<file path="src/hw/rtl/door_access_alarm_controller_core_macros.svh">
// Assertion helpers for the door access alarm controller
`ifndef DOOR_ACCESS_ALARM_CONTROLLER_CORE_MACROS_SVH
`define DOOR_ACCESS_ALARM_CONTROLLER_CORE_MACROS_SVH

// same-cycle implication, checked outside reset
`define DAAC_ASSERT_NOW(name, ante, cons, msg) \
    name: assert property (@(posedge i_clk) disable iff (!i_rst_n) (ante) |-> (cons)) \
        else $error(msg);

// next-cycle implication, checked outside reset
`define DAAC_ASSERT_NEXT(name, ante, cons, msg) \
    name: assert property (@(posedge i_clk) disable iff (!i_rst_n) (ante) |=> (cons)) \
        else $error(msg);

`endif

</file>
<file path="src/hw/rtl/daac_pkg.sv">
`default_nettype none

package daac_pkg;

    localparam int TIMER_BITS = 22;
    localparam int SEC_BITS   = 12;
    localparam int MS16_BITS  = 16;
    localparam int DEB_BITS   = 8;
    localparam int THR_BITS   = SEC_BITS + 10;
    localparam int CMP_BITS   = (TIMER_BITS > THR_BITS) ? TIMER_BITS : THR_BITS;
    localparam int MS_PER_S   = 1000;

    localparam int IN_BITS   = 24;
    localparam int OUT_BITS  = 8;
    localparam int ADDR_BITS = 4;
    localparam int DATA_BITS = 32;

    localparam logic [SEC_BITS-1:0]  HELD_RST     = SEC_BITS'(30);
    localparam logic [SEC_BITS-1:0]  LATCH_RST    = SEC_BITS'(10);
    localparam logic [MS16_BITS-1:0] EXIT_RST     = MS16_BITS'(3000);
    localparam logic [DEB_BITS-1:0]  DEBOUNCE_RST = DEB_BITS'(50);
    localparam logic [MS16_BITS-1:0] UNLOCK_RST   = MS16_BITS'(3000);

    typedef enum logic [1:0] {
        REG_HELD_TIMEOUT = 2'd0,
        REG_ALARM_LATCH  = 2'd1,
        REG_EXIT_UNLOCK  = 2'd2,
        REG_DEBOUNCE     = 2'd3
    } t_reg_idx;

    typedef enum logic [1:0] {
        ALARM_CLEAR  = 2'd0,
        ALARM_FORCED = 2'd1,
        ALARM_HELD   = 2'd2
    } t_alarm;

    typedef struct packed {
        logic                 fire_override;
        logic [MS16_BITS-1:0] unlock_ms;
        logic                 unlock_request;
        logic                 button_level;
        logic                 door_sensor;
    } t_tick_in;

    typedef struct packed {
        logic   exit_event;
        logic   is_unlocked;
        logic   door_is_open;
        t_alarm alarm_code;
        logic   relay_on;
    } t_tick_out;

    function automatic logic [THR_BITS-1:0] sec_to_ms(input logic [SEC_BITS-1:0] s);
        sec_to_ms = THR_BITS'(s) * THR_BITS'(MS_PER_S);
    endfunction

endpackage

`default_nettype wire

</file>
<file path="src/hw/rtl/door_access_alarm_controller_core.sv">
// A request passes the input register, then the result register, before m_axis shows it.
// Throughput: one request per cycle while m_axis_tready stays high; the tick rules run
// in one registered pass.
// Results wait in an output register, so one more request is still taken while one waits.
// Reset (i_rst_n low, synchronous): registers return to their defaults, timers,
// alarm and unlock state clear, the button is taken as released.
`default_nettype none
`include "door_access_alarm_controller_core_macros.svh"

module door_access_alarm_controller_core
    import daac_pkg::*;
(
    input  wire logic                 i_clk,
    input  wire logic                 i_rst_n,
    input  wire logic                 s_axis_tvalid,
    output logic                      s_axis_tready,
    // door_sensor, button_level, unlock_request, unlock_ms[15:0], fire_override, 4'b0
    input  wire logic [IN_BITS-1:0]   s_axis_tdata,
    output logic                      m_axis_tvalid,
    input  wire logic                 m_axis_tready,
    // relay_on, alarm_code[1:0], door_is_open, is_unlocked, exit_event, 2'b0
    output logic [OUT_BITS-1:0]       m_axis_tdata,
    input  wire logic                 psel,
    input  wire logic                 penable,
    input  wire logic                 pwrite,
    input  wire logic [ADDR_BITS-1:0] paddr,
    input  wire logic [DATA_BITS-1:0] pwdata,
    output logic [DATA_BITS-1:0]      prdata,
    output logic                      pready
);

    localparam logic [TIMER_BITS-1:0] TIMER_MAX = '1;
    localparam logic [MS16_BITS-1:0]  MS16_MAX  = '1;
    localparam logic [DEB_BITS-1:0]   DEB_MAX   = '1;

    logic [SEC_BITS-1:0]  r_held_s, r_latch_s;
    logic [THR_BITS-1:0]  r_held_thr, r_latch_thr;
    logic [MS16_BITS-1:0] r_exit_ms;
    logic [DEB_BITS-1:0]  r_debounce;
    logic                 cfg_wr;
    t_reg_idx             cfg_idx;

    assign pready  = 1'b1;
    assign cfg_wr  = psel & penable & pwrite & pready;
    assign cfg_idx = t_reg_idx'(paddr[3:2]);

    always_ff @(posedge i_clk) begin
        if (!i_rst_n) begin
            r_held_s    <= HELD_RST;
            r_latch_s   <= LATCH_RST;
            r_held_thr  <= sec_to_ms(HELD_RST);
            r_latch_thr <= sec_to_ms(LATCH_RST);
            r_exit_ms   <= EXIT_RST;
            r_debounce  <= DEBOUNCE_RST;
        end else if (cfg_wr) begin
            case (cfg_idx)
                REG_HELD_TIMEOUT: begin
                    r_held_s   <= pwdata[SEC_BITS-1:0];
                    r_held_thr <= sec_to_ms(pwdata[SEC_BITS-1:0]);
                end
                REG_ALARM_LATCH: begin
                    r_latch_s   <= pwdata[SEC_BITS-1:0];
                    r_latch_thr <= sec_to_ms(pwdata[SEC_BITS-1:0]);
                end
                REG_EXIT_UNLOCK: r_exit_ms  <= pwdata[MS16_BITS-1:0];
                REG_DEBOUNCE:    r_debounce <= pwdata[DEB_BITS-1:0];
                default: ;
            endcase
        end
    end

    always_comb begin
        case (cfg_idx)
            REG_HELD_TIMEOUT: prdata = DATA_BITS'(r_held_s);
            REG_ALARM_LATCH:  prdata = DATA_BITS'(r_latch_s);
            REG_EXIT_UNLOCK:  prdata = DATA_BITS'(r_exit_ms);
            REG_DEBOUNCE:     prdata = DATA_BITS'(r_debounce);
            default:          prdata = '0;
        endcase
    end

    // input register
    logic     r_in_valid;
    t_tick_in r_in;
    logic     advance;

    assign advance       = r_in_valid & (~m_axis_tvalid | m_axis_tready);
    assign s_axis_tready = ~r_in_valid | advance;

    always_ff @(posedge i_clk) begin
        if (!i_rst_n) begin
            r_in_valid <= 1'b0;
        end else if (s_axis_tready) begin
            r_in_valid <= s_axis_tvalid;
        end
    end

    always_ff @(posedge i_clk) begin
        if (s_axis_tready && s_axis_tvalid) begin
            r_in <= t_tick_in'(s_axis_tdata[$bits(t_tick_in)-1:0]);
        end
    end

    // controller state
    logic                  r_unlocked, r_fire_active, r_button_last, r_door_open;
    logic [MS16_BITS-1:0]  r_unlock_len, r_unlock_elapsed;
    logic [DEB_BITS-1:0]   r_button_ms;
    logic [TIMER_BITS-1:0] r_door_ms, r_alarm_ms;
    t_alarm                r_alarm;

    logic                  n_unlocked, n_fire_active, n_door_open;
    logic [MS16_BITS-1:0]  n_unlock_len, n_unlock_elapsed;
    logic [DEB_BITS-1:0]   n_button_ms;
    logic [TIMER_BITS-1:0] n_door_ms, n_alarm_ms;
    t_alarm                n_alarm;
    logic                  n_exit;

    always_comb begin
        n_unlocked       = r_unlocked;
        n_fire_active    = r_fire_active;
        n_door_open      = r_door_open;
        n_unlock_len     = r_unlock_len;
        n_alarm          = r_alarm;
        n_exit           = 1'b0;
        n_unlock_elapsed = (r_unlock_elapsed == MS16_MAX) ? r_unlock_elapsed
                                                          : r_unlock_elapsed + 1'b1;
        n_button_ms      = (r_button_ms == DEB_MAX) ? r_button_ms : r_button_ms + 1'b1;
        n_door_ms        = (r_door_ms == TIMER_MAX) ? r_door_ms : r_door_ms + 1'b1;
        n_alarm_ms       = (r_alarm_ms == TIMER_MAX) ? r_alarm_ms : r_alarm_ms + 1'b1;

        if (r_in.fire_override && !n_fire_active) begin
            n_fire_active = 1'b1;
            n_unlocked    = 1'b1;
            n_alarm       = ALARM_CLEAR;
            n_alarm_ms    = '0;
        end else if (!r_in.fire_override && n_fire_active) begin
            n_fire_active = 1'b0;
            n_unlocked    = 1'b0;
        end

        if (r_in.unlock_request && !n_fire_active) begin
            n_unlock_len     = r_in.unlock_ms;
            n_unlock_elapsed = '0;
            n_unlocked       = 1'b1;
        end

        if (!n_fire_active && n_unlocked && n_unlock_elapsed >= n_unlock_len) begin
            n_unlocked = 1'b0;
        end

        if (r_in.door_sensor && !n_door_open) begin
            n_door_open = 1'b1;
            n_door_ms   = '0;
            if (!n_unlocked && !n_fire_active) begin
                n_alarm    = ALARM_FORCED;
                n_alarm_ms = '0;
            end
        end else if (!r_in.door_sensor && n_door_open) begin
            n_door_open = 1'b0;
            if (n_alarm == ALARM_HELD) begin
                n_alarm = ALARM_CLEAR;
            end
        end

        if (n_alarm == ALARM_FORCED) begin
            if (CMP_BITS'(n_alarm_ms) >= CMP_BITS'(r_latch_thr) && !r_in.door_sensor) begin
                n_alarm = ALARM_CLEAR;
            end
        end else if (n_alarm == ALARM_CLEAR && n_door_open && !n_fire_active) begin
            if (CMP_BITS'(n_door_ms) >= CMP_BITS'(r_held_thr)) begin
                n_alarm = ALARM_HELD;
            end
        end

        if (r_in.button_level != r_button_last) begin
            n_button_ms = '0;
        end
        if (n_button_ms > r_debounce && !r_in.button_level && !n_unlocked) begin
            n_exit = 1'b1;
            if (!n_fire_active) begin
                n_unlock_len     = r_exit_ms;
                n_unlock_elapsed = '0;
                n_unlocked       = 1'b1;
            end
        end
    end

    always_ff @(posedge i_clk) begin
        if (!i_rst_n) begin
            r_unlocked       <= 1'b0;
            r_fire_active    <= 1'b0;
            r_unlock_len     <= UNLOCK_RST;
            r_unlock_elapsed <= '0;
            r_button_last    <= 1'b1;
            r_button_ms      <= '0;
            r_door_open      <= 1'b0;
            r_door_ms        <= '0;
            r_alarm          <= ALARM_CLEAR;
            r_alarm_ms       <= '0;
        end else if (advance) begin
            r_unlocked       <= n_unlocked;
            r_fire_active    <= n_fire_active;
            r_unlock_len     <= n_unlock_len;
            r_unlock_elapsed <= n_unlock_elapsed;
            r_button_last    <= r_in.button_level;
            r_button_ms      <= n_button_ms;
            r_door_open      <= n_door_open;
            r_door_ms        <= n_door_ms;
            r_alarm          <= n_alarm;
            r_alarm_ms       <= n_alarm_ms;
        end
    end

    // result register
    t_tick_out r_out;
    t_tick_out n_out;

    always_comb begin
        n_out.relay_on     = n_unlocked | n_fire_active;
        n_out.alarm_code   = n_alarm;
        n_out.door_is_open = n_door_open;
        n_out.is_unlocked  = n_unlocked;
        n_out.exit_event   = n_exit;
    end

    always_ff @(posedge i_clk) begin
        if (!i_rst_n) begin
            m_axis_tvalid <= 1'b0;
        end else if (advance) begin
            m_axis_tvalid <= 1'b1;
        end else if (m_axis_tready) begin
            m_axis_tvalid <= 1'b0;
        end
    end

    always_ff @(posedge i_clk) begin
        if (advance) begin
            r_out <= n_out;
        end
    end

    assign m_axis_tdata = OUT_BITS'(r_out);

    `DAAC_ASSERT_NOW(a_fire_holds_unlock, r_fire_active, r_unlocked, "fire active without unlock")
    `DAAC_ASSERT_NOW(a_fire_no_alarm, r_fire_active, r_alarm == ALARM_CLEAR, "alarm during fire")
    `DAAC_ASSERT_NOW(a_held_needs_open, !r_door_open, r_alarm != ALARM_HELD, "held alarm, door shut")
    `DAAC_ASSERT_NEXT(a_advance_fills_out, advance, m_axis_tvalid, "result lost after advance")

endmodule

`default_nettype wire
</file>
<file path="config.mk">
export PLATFORM = sky130hd
export DESIGN_NAME = door_access_alarm_controller_core
export DESIGN_NICKNAME = d
export VERILOG_FILES = /design/src/hw/rtl/daac_pkg.sv /design/src/hw/rtl/door_access_alarm_controller_core.sv
export VERILOG_INCLUDE_DIRS = /design/src /design/src/hw/rtl
export SDC_FILE = /design/constraint.sdc
export NUM_CORES = 1
export LEC_CHECK = 0
export BUFFER_PORTS_ARGS = -buffer_cell sky130_fd_sc_hd__buf_2
export CAP_MARGIN = 15
export CORE_AREA = 2 2 182 184
export CTS_CLUSTER_DIAMETER = 30
export DETAILED_ROUTE_END_ITERATION = 16
export DIE_AREA = 0 0 184 186
export GPL_ROUTABILITY_DRIVEN = 0
export SYNTH_ARGS = -nofsm -noshare
export SYNTH_HDL_FRONTEND = slang
export SYNTH_SLANG_ARGS = --single-unit
</file>
<file path="constraint.sdc">
create_clock -name i_clk -period 11.7 [get_ports i_clk]
set_input_delay 0 -clock i_clk [delete_from_list [all_inputs] [get_ports i_clk]]
set_output_delay 0 -clock i_clk [all_outputs]
set_load 0.005 [all_outputs]
</file>
## Word level (Yosys, flattened, before mapping)

Index checks and enable logic that the tools add are counted.

- $add $sub $neg: 4
- Multipliers: 1
- $lt $le $gt $ge: 4
- Bitwise logic cells: 8
- Eq/ne operators: 10
- Reduce and logical (&&, ||, !) cells: 28
- Mux-type cells: 38

Operator list:

| kind | count |
|---|---|
| $mux W22 | 6 |
| $pmux W32 S4 | 1 |
| $mux W16 | 7 |
| $add A22 B1 Y22 const B | 2 |
| $eq A22 B22 Y1 const B | 2 |
| $ge A22 B22 Y1 | 2 |
| $mul A12 B7 Y19 const B | 1 |
| $mux W2 | 9 |
| $add A16 B1 Y16 const B | 1 |
| $eq A16 B16 Y1 const B | 1 |
| $ge A16 B16 Y1 | 1 |
| $mux W8 | 2 |
| $logic_and A1 B1 Y1 | 14 |
| $mux W1 | 13 |
| $add A8 B1 Y8 const B | 1 |
| $eq A8 B8 Y1 const B | 1 |
| $gt A8 B8 Y1 | 1 |
| $reduce_and A2 Y1 | 4 |
| $logic_not A1 Y1 | 7 |
| $eq A2 B2 Y1 const B | 3 |
| $eq A2 B1 Y1 const B | 2 |
| $logic_not A2 Y1 | 2 |
| $and A1 B1 Y1 | 3 |
| $or A1 B1 Y1 | 3 |
| 3 further kinds | 4 |

- Word-level logic and storage cells: 121
- Output and inout port bits: 43
- Bits in registers: 204
- Bits of input ports: 67

## Longest topological paths before layout

- Depth in word-level cells: 19
- Gate-level depth with buffers: 25
- Depth with buffers taken out: 23

## Worst setup path after synthesis

No wires, ideal clock.

- Path kind: reg2reg
- Start: register r_in[19] in the netlist's numbering
- End: register r_out, in the netlist m_axis_tdata[1] (data pin)
- Slack: 6.975 ns
- Required time: 11.435 ns
- Arrival time: 4.461 ns
- Buffers on the path: 6
- Setup time: 0.265 ns
- Period minus slack after synthesis: 4.725 ns
- Cell stages (with the launch flop): 23
- Cells stage by stage: edfxtp_1 buf_2 nor2b_1 clkbuf_1 clkbuf_1 clkbuf_1 nor2_1 ha_1 o21ai_0 a211o_1 nand2b_1 o211ai_1 clkbuf_1 clkbuf_1 nor2_1 ha_1 nand4_1 a21oi_1 nor2_1 a21oi_1 nor3_1 a211oi_1 o22ai_1

- Elaborated cells between the ends (all ways): 37
- Classes of those cells: order compare: 2; eq/ne: 2; mux: 20; reduce/logical: 13

RTL lines:

| item | RTL line | RTL |
|---|---|---|
| start, declared | door_access_alarm_controller_core.sv:84 | `t_tick_in r_in;` |
| start signal, assigned | door_access_alarm_controller_core.sv:100 | `r_in <= t_tick_in'(s_axis_tdata[$bits(t_tick_in)-1:0]);` |
| $logic_not A1 Y1 | door_access_alarm_controller_core.sv:136 | `end else if (!r_in.fire_override && n_fire_active) begin` |
| $logic_and A1 B1 Y1 | door_access_alarm_controller_core.sv:136 |  |
| $mux W1 | door_access_alarm_controller_core.sv:136 |  |
| $mux W1 | door_access_alarm_controller_core.sv:131 | `if (r_in.fire_override && !n_fire_active) begin` |
| $logic_not A1 Y1 | - |  |
| $logic_and A1 B1 Y1 | door_access_alarm_controller_core.sv:141 | `if (r_in.unlock_request && !n_fire_active) begin` |
| $mux W16 / $mux W1 (equally long branches) | door_access_alarm_controller_core.sv:141 |  |
| $ge A16 B16 Y1 / $logic_and A1 B1 Y1 (equally long branches) | door_access_alarm_controller_core.sv:147 | `if (!n_fire_active && n_unlocked && n_unlock_elapsed >= n_unlock_len) begin` |
| [... 4 more ...] | - |  |
| $mux W22 | door_access_alarm_controller_core.sv:154 | `if (!n_unlocked && !n_fire_active) begin` |
| $mux W22 * | door_access_alarm_controller_core.sv:151 | `if (r_in.door_sensor && !n_door_open) begin` |
| named net n_alarm_ms[7] | door_access_alarm_controller_core.sv:114 | `logic [TIMER_BITS-1:0] n_door_ms, n_alarm_ms;` |
| $ge A22 B22 Y1 * | door_access_alarm_controller_core.sv:166 | `if (CMP_BITS'(n_alarm_ms) >= CMP_BITS'(r_latch_thr) && !r_in.door_sensor) begin` |
| $logic_and A1 B1 Y1 * | door_access_alarm_controller_core.sv:166 |  |
| $mux W2 * | door_access_alarm_controller_core.sv:166 |  |
| $mux W2 * | door_access_alarm_controller_core.sv:165 | `if (n_alarm == ALARM_FORCED) begin` |
| named net n_alarm[0] | door_access_alarm_controller_core.sv:115 | `t_alarm n_alarm;` |
| end signal, assigned | door_access_alarm_controller_core.sv:238 | `r_out <= n_out;` |
| end, declared | door_access_alarm_controller_core.sv:215 | `t_tick_out r_out;` |

Mark *: on every way through the listed nets, which the timed path passes. The rest lies on a longest branch.
A chain may end at the register's enable or synchronous reset.

## Worst setup path after layout

- Start: register r_unlock_elapsed[0]
- End: register r_out, in the netlist m_axis_tdata[1] (data pin)

- Elaborated cells between the ends (all ways): 23
- Classes of those cells: add/sub: 1; order compare: 2; eq/ne: 2; mux: 11; reduce/logical: 7

RTL lines:

| item | RTL line | RTL |
|---|---|---|
| start, declared | door_access_alarm_controller_core.sv:106 | `logic [MS16_BITS-1:0] r_unlock_len, r_unlock_elapsed;` |
| start signal, assigned | door_access_alarm_controller_core.sv:204 | `r_unlock_elapsed <= n_unlock_elapsed;` |
| $add A16 B1 Y16 / $eq A16 B16 Y1 (equally long branches) | door_access_alarm_controller_core.sv:126, door_access_alarm_controller_core.sv:125 |  |
| $mux W16 * | door_access_alarm_controller_core.sv:125 | `n_unlock_elapsed = (r_unlock_elapsed == MS16_MAX) ? r_unlock_elapsed` |
| $mux W16 * | door_access_alarm_controller_core.sv:141 |  |
| $ge A16 B16 Y1 * | door_access_alarm_controller_core.sv:147 |  |
| $logic_and A1 B1 Y1 * | door_access_alarm_controller_core.sv:147 |  |
| $mux W1 * | door_access_alarm_controller_core.sv:147 |  |
| $logic_not A1 Y1 * | door_access_alarm_controller_core.sv:154 |  |
| $logic_and A1 B1 Y1 * | door_access_alarm_controller_core.sv:154 |  |
| $mux W22 * | door_access_alarm_controller_core.sv:154 |  |
| $mux W22 * | door_access_alarm_controller_core.sv:151 |  |
| named net n_alarm_ms[16] | door_access_alarm_controller_core.sv:114 |  |
| $ge A22 B22 Y1 * | door_access_alarm_controller_core.sv:166 |  |
| $logic_and A1 B1 Y1 * | door_access_alarm_controller_core.sv:166 |  |
| $mux W2 * | door_access_alarm_controller_core.sv:166 |  |
| $mux W2 * | door_access_alarm_controller_core.sv:165 |  |
| named net n_alarm[0] | door_access_alarm_controller_core.sv:115 |  |

Marked as above.

==> impl_metrics.py <==
metrics = {
    "sta": {
        "hold_viol_final": 0,
        "fmax_ghz": 0.174,
        "clock_skew_ns": 0.0144,
        "setup_viol": 0,
        "setup_tns_ns": 0,
        "grt_setup_unrepaired": "false",
        "min_period_ns": 5.74,
        "slew_headroom_pct": 33.8,
        "timing.final.crit_share_pct": 49.1,
        "worstMarginPinSlew_ns": 0.991,
        "report.final.slew_viol_count": 0,
        "hold_ws_ns": 0.163,
    },
    "yosys": {
        "ys_types": 80,
        "synth_edf_count": 26,
        "yosys_warnings": 0,
        "netlist_instances": 1559,
        "synth-main-ff-cell": "dfxtp_1",
        "synthArstFlopShare_pct": 0,
        "ys_seq_elements": 200,
        "postSynthAreaPerCell_sq_um": 8.41,
        "syn_area_sq_um": 13100,
        "seq_area_frac_synth_pct": 32.5,
    },
    "power_and_ir_drop": {
        "switching_share_pct": 35.6,
        "p_leak_nw": 5.93,
        "intPower_mw": 1.24,
        "p_switching_uw": 683,
        "pwr-share-seq_pct": 37.7,
        "powerDensity_nw_per_um2": 131,
        "p_clk_share_pct": 30.6,
        "vdd_drop_max_uv": 101,
        "power_mw": 1.92,
        "p_comb_share_pct": 31.7,
    },
    "grt": {
        "grt_antenna_before_repair": 0,
        "grtUsageTotal_pct": 21.0,
        "grt_max_degree": 70,
        "grt_pass1_wl_microns": 56400,
        "grt_overflow": 0,
        "grt_pass1_vias": 10877,
    },
    "route": {
        "ant_nets": 0,
        "first_iter_violations": 679,
        "post_drt_via_cell_ratio": 5.48,
        "routed_wl_microns": 34700,
        "wl_per_cell_microns": 17.0,
        "dr.pass1.iters": 5,
        "vias": 11209,
        "drcViolationCount": 0,
    },
    "clocking": {
        "cts_tree": "built",
        "clk_latency_ns": 0.46,
        "clk_pin_slew_ns": 0.08,
        "clock-root-buffer": "clkbuf_16",
        "hold_buffers": 39,
        "cts_buffers": 17,
        "cts-resized-gates": 0,
        "htree_levels": 4,
        "post-cts-setup-buffers": 0,
        "cts.sinks": 200,
        "clock_path_buffers": 2,
    },
    "critical_path": {
        "crit_fanout": 6,
        "crit_chain": "ha_1, nand3_1, nor4_2, and2_0, nor2_1, nand3_1, xor2_1, nor2_1, ha_1, o21ai_0, o21ai_0, a21oi_1, o21ai_0, nor2b_1, nand2_1, a21oi_1, ha_1, a21o_1, a21oi_1, nor2_1, a211oi_1, nand2_1, o22ai_1",
        "startpoint": "r_unlock_elapsed[0]",
        "slowest_stage": "nor2b_1",
        "required_ns": 11.98,
        "crit_arrival_ns": 6.02,
        "max_stage_delay_ns": 0.54,
        "cp-start-kind": "flop",
        "reg2reg_setup_slack_ns": 5.96,
        "r2r_start": "r_unlock_elapsed[0]",
        "path_delay_family": "simple AND/OR/NAND/NOR gates",
        "endpoint_kind": "flop",
        "critical_path_buf_inv_count": 0,
        "worstSetupPathType": "reg -> reg",
    },
    "die": {
        "dieArea_sq_um": 34200,
        "core_area_sq_um": 32200,
        "die_h_microns": 186,
        "die_w_microns": 184,
        "rows": 66,
        "start_util_pct": 40.7,
        "io_pins": 110,
    },
    "run": {
        "cap_violations": 0,
    },
    "final_layout": {
        "multi_input_area_sq_um": 8130,
        "area_delta_synth_final_pct": 11.7,
        "final_core_util_pct": 45.5,
        "regArea_sq_um": 4260,
        "n_antenna_cell": 0,
        "layout-drive-gt1-share_pct": 9.78,
        "fillers": 3165,
        "layout.cells.non_filler": 2044,
        "finalNetCount": 1839,
    },
    "place": {
        "hpwl_microns": 24700,
        "dp_cells": 1973,
        "io_buffer_count": 68,
    },
    "hold_path": {
        "hold_class": "in -> reg",
        "worstHoldStart": "i_rst_n",
    },
    "run_status": {
        "outcome": "finished, final reports clean",
    },
}
==> power groups by stage <==
stage          combinational (mW)  clock (mW)  sequential [mW]
3_3_place_gp                0.587           0            0.739
3_5_place_dp                0.596           0            0.739
4_1_cts                     0.612       0.598            0.723
5_1_grt                     0.689       0.624            0.725
6_report                    0.609       0.588            0.723
2_1_floorplan               0.444           0            0.736
==> cells by family after synthesis <==
group / count (synthesis) / synth area share [%]
and+or+nand+nor: 580 / 20.5
AOI/OAI and AO/OA: 351 / 17.0
DFF: 200 / 32.5
buffers and inverters: 182 / 6.08
adders and majority gates: 149 / 16.4
xor gates and xnor gates: 58 / 3.87
muxes: 37 / 3.59
other: 2 / 0.0573
==> flip-flops by register name (all words and copies together), names as in the netlist, 2 cells and up <==
name,flops
r_debounce,8
r_door_ms,22
r_latch_thr,17
r_latch_s,12
r_unlock_elapsed,16
r_alarm,2
r_button_ms,8
m_axis_tdata,6
r_held_thr,17
r_exit_ms,16
r_alarm_ms,22
r_in,20
r_unlock_len,16
r_held_s,12
==> path summary, 6_finish.rpt <==
kind,endpoint,depth (start not counted)
min reg2reg,r_held_s[8],2
max reg2reg,m_axis_tdata[1],23
min,r_button_last,3
max,m_axis_tdata[1],23
==> worst reg2reg max path, cell delays in order, from the launching register on <==
cell      delay [ns]
dfxtp_1         0.43
ha_1            0.24
nand3_1         0.16
nor4_2          0.30
and2_0          0.39
nor2_1          0.17
nand3_1         0.17
xor2_1          0.16
nor2_1          0.07
ha_1            0.33
o21ai_0         0.17
o21ai_0         0.15
a21oi_1         0.24
o21ai_0         0.16
nor2b_1         0.54
nand2_1         0.16
a21oi_1         0.18
ha_1            0.26
a21o_1          0.17
a21oi_1         0.19
nor2_1          0.07
a211oi_1        0.49
nand2_1         0.12
o22ai_1         0.24
==> cell type report <==
cell class | instances | share of cell area (%)
multi-input cells | 1194 | 55.5
clock buffers | 18 | 3.00
flip-flops and latches | 200 | 29.1
inverters | 90 | 2.32
well taps | 408 | 3.49
clock inverters | 14 | 0.906
repair buffers | 120 | 5.66
==> stage by stage <==
step	setup WS (ns)	cell area (sq um)
after floorplan	6.97	13200
after global placement	6.21	13700
after detailed placement	6.16	13700
after CTS	6.05	14600
after global routing	5.43	14600
final	5.96	14600
==> synth_stat cells (7+ instances only) <==
cell      number  share of area [%]
nor2b_1       11               0.52
clkbuf_1      53                1.5
mux4_2         8                1.4
nor3_1        31                1.2
nand2_1      249                7.1
buf_1          7               0.20
nand4_1       34                1.6
mux2i_1       29                2.2
a21oi_1      131                5.0
nand2b_1       7               0.33
buf_4         21                1.2
xor2_1        28                1.9
a21o_1        17               0.97
inv_1         89                2.5
o21ai_0       69                2.6
o211ai_1      25                1.4
a31oi_1       19               0.91
o31ai_1        8               0.46
buf_2          8               0.31
and2_1        17               0.81
fa_1          38                5.8
xnor2_1       30                2.0
and3_1        12               0.57
nand3_1       50                1.9
a211oi_1      12               0.69
a32o_1         9               0.69
nor2_1       116                3.3
ha_1         111                 11
or3_1          9               0.43
or2_2         10               0.48
edfxtp_1      26                6.0
dfxtp_1      174                 27
a22o_1         9               0.60
==> metal layers <==
metal,track usage [%],vias to the layer above,routed length [microns]
met3,2.86,30,1190
met5,0,-,0
met1,26.6,5385,15800
li1,-,5573,-
met2,37.2,221,17200
met4,5.95,0,534
==> placed cells by master (no fill, tap or decap), drive strengths merged, types with 8 or more instances in the layout <==
master	netlist	layout
inv	90	96
o21ai	72	72
or2	10	10
edfxtp	26	26
a22o	9	9
dlygate4sd3	0	39
or3	11	11
mux4	8	8
a21oi	132	132
xor2	28	28
and2	18	18
o31ai	8	8
a31oi	20	20
and3	13	13
mux2i	29	29
a32o	9	9
nor3	31	31
dfxtp	174	174
o211ai	25	25
buf	38	81
a211oi	12	12
xnor2	30	30
fa	38	38
conb	2	19
nand2	249	249
a21o	17	17
nand3	50	50
ha	111	111
nor2	117	117
nor2b	12	12
clkbuf	54	18
nand4	35	35
Power figures use the tool's default switching activity.
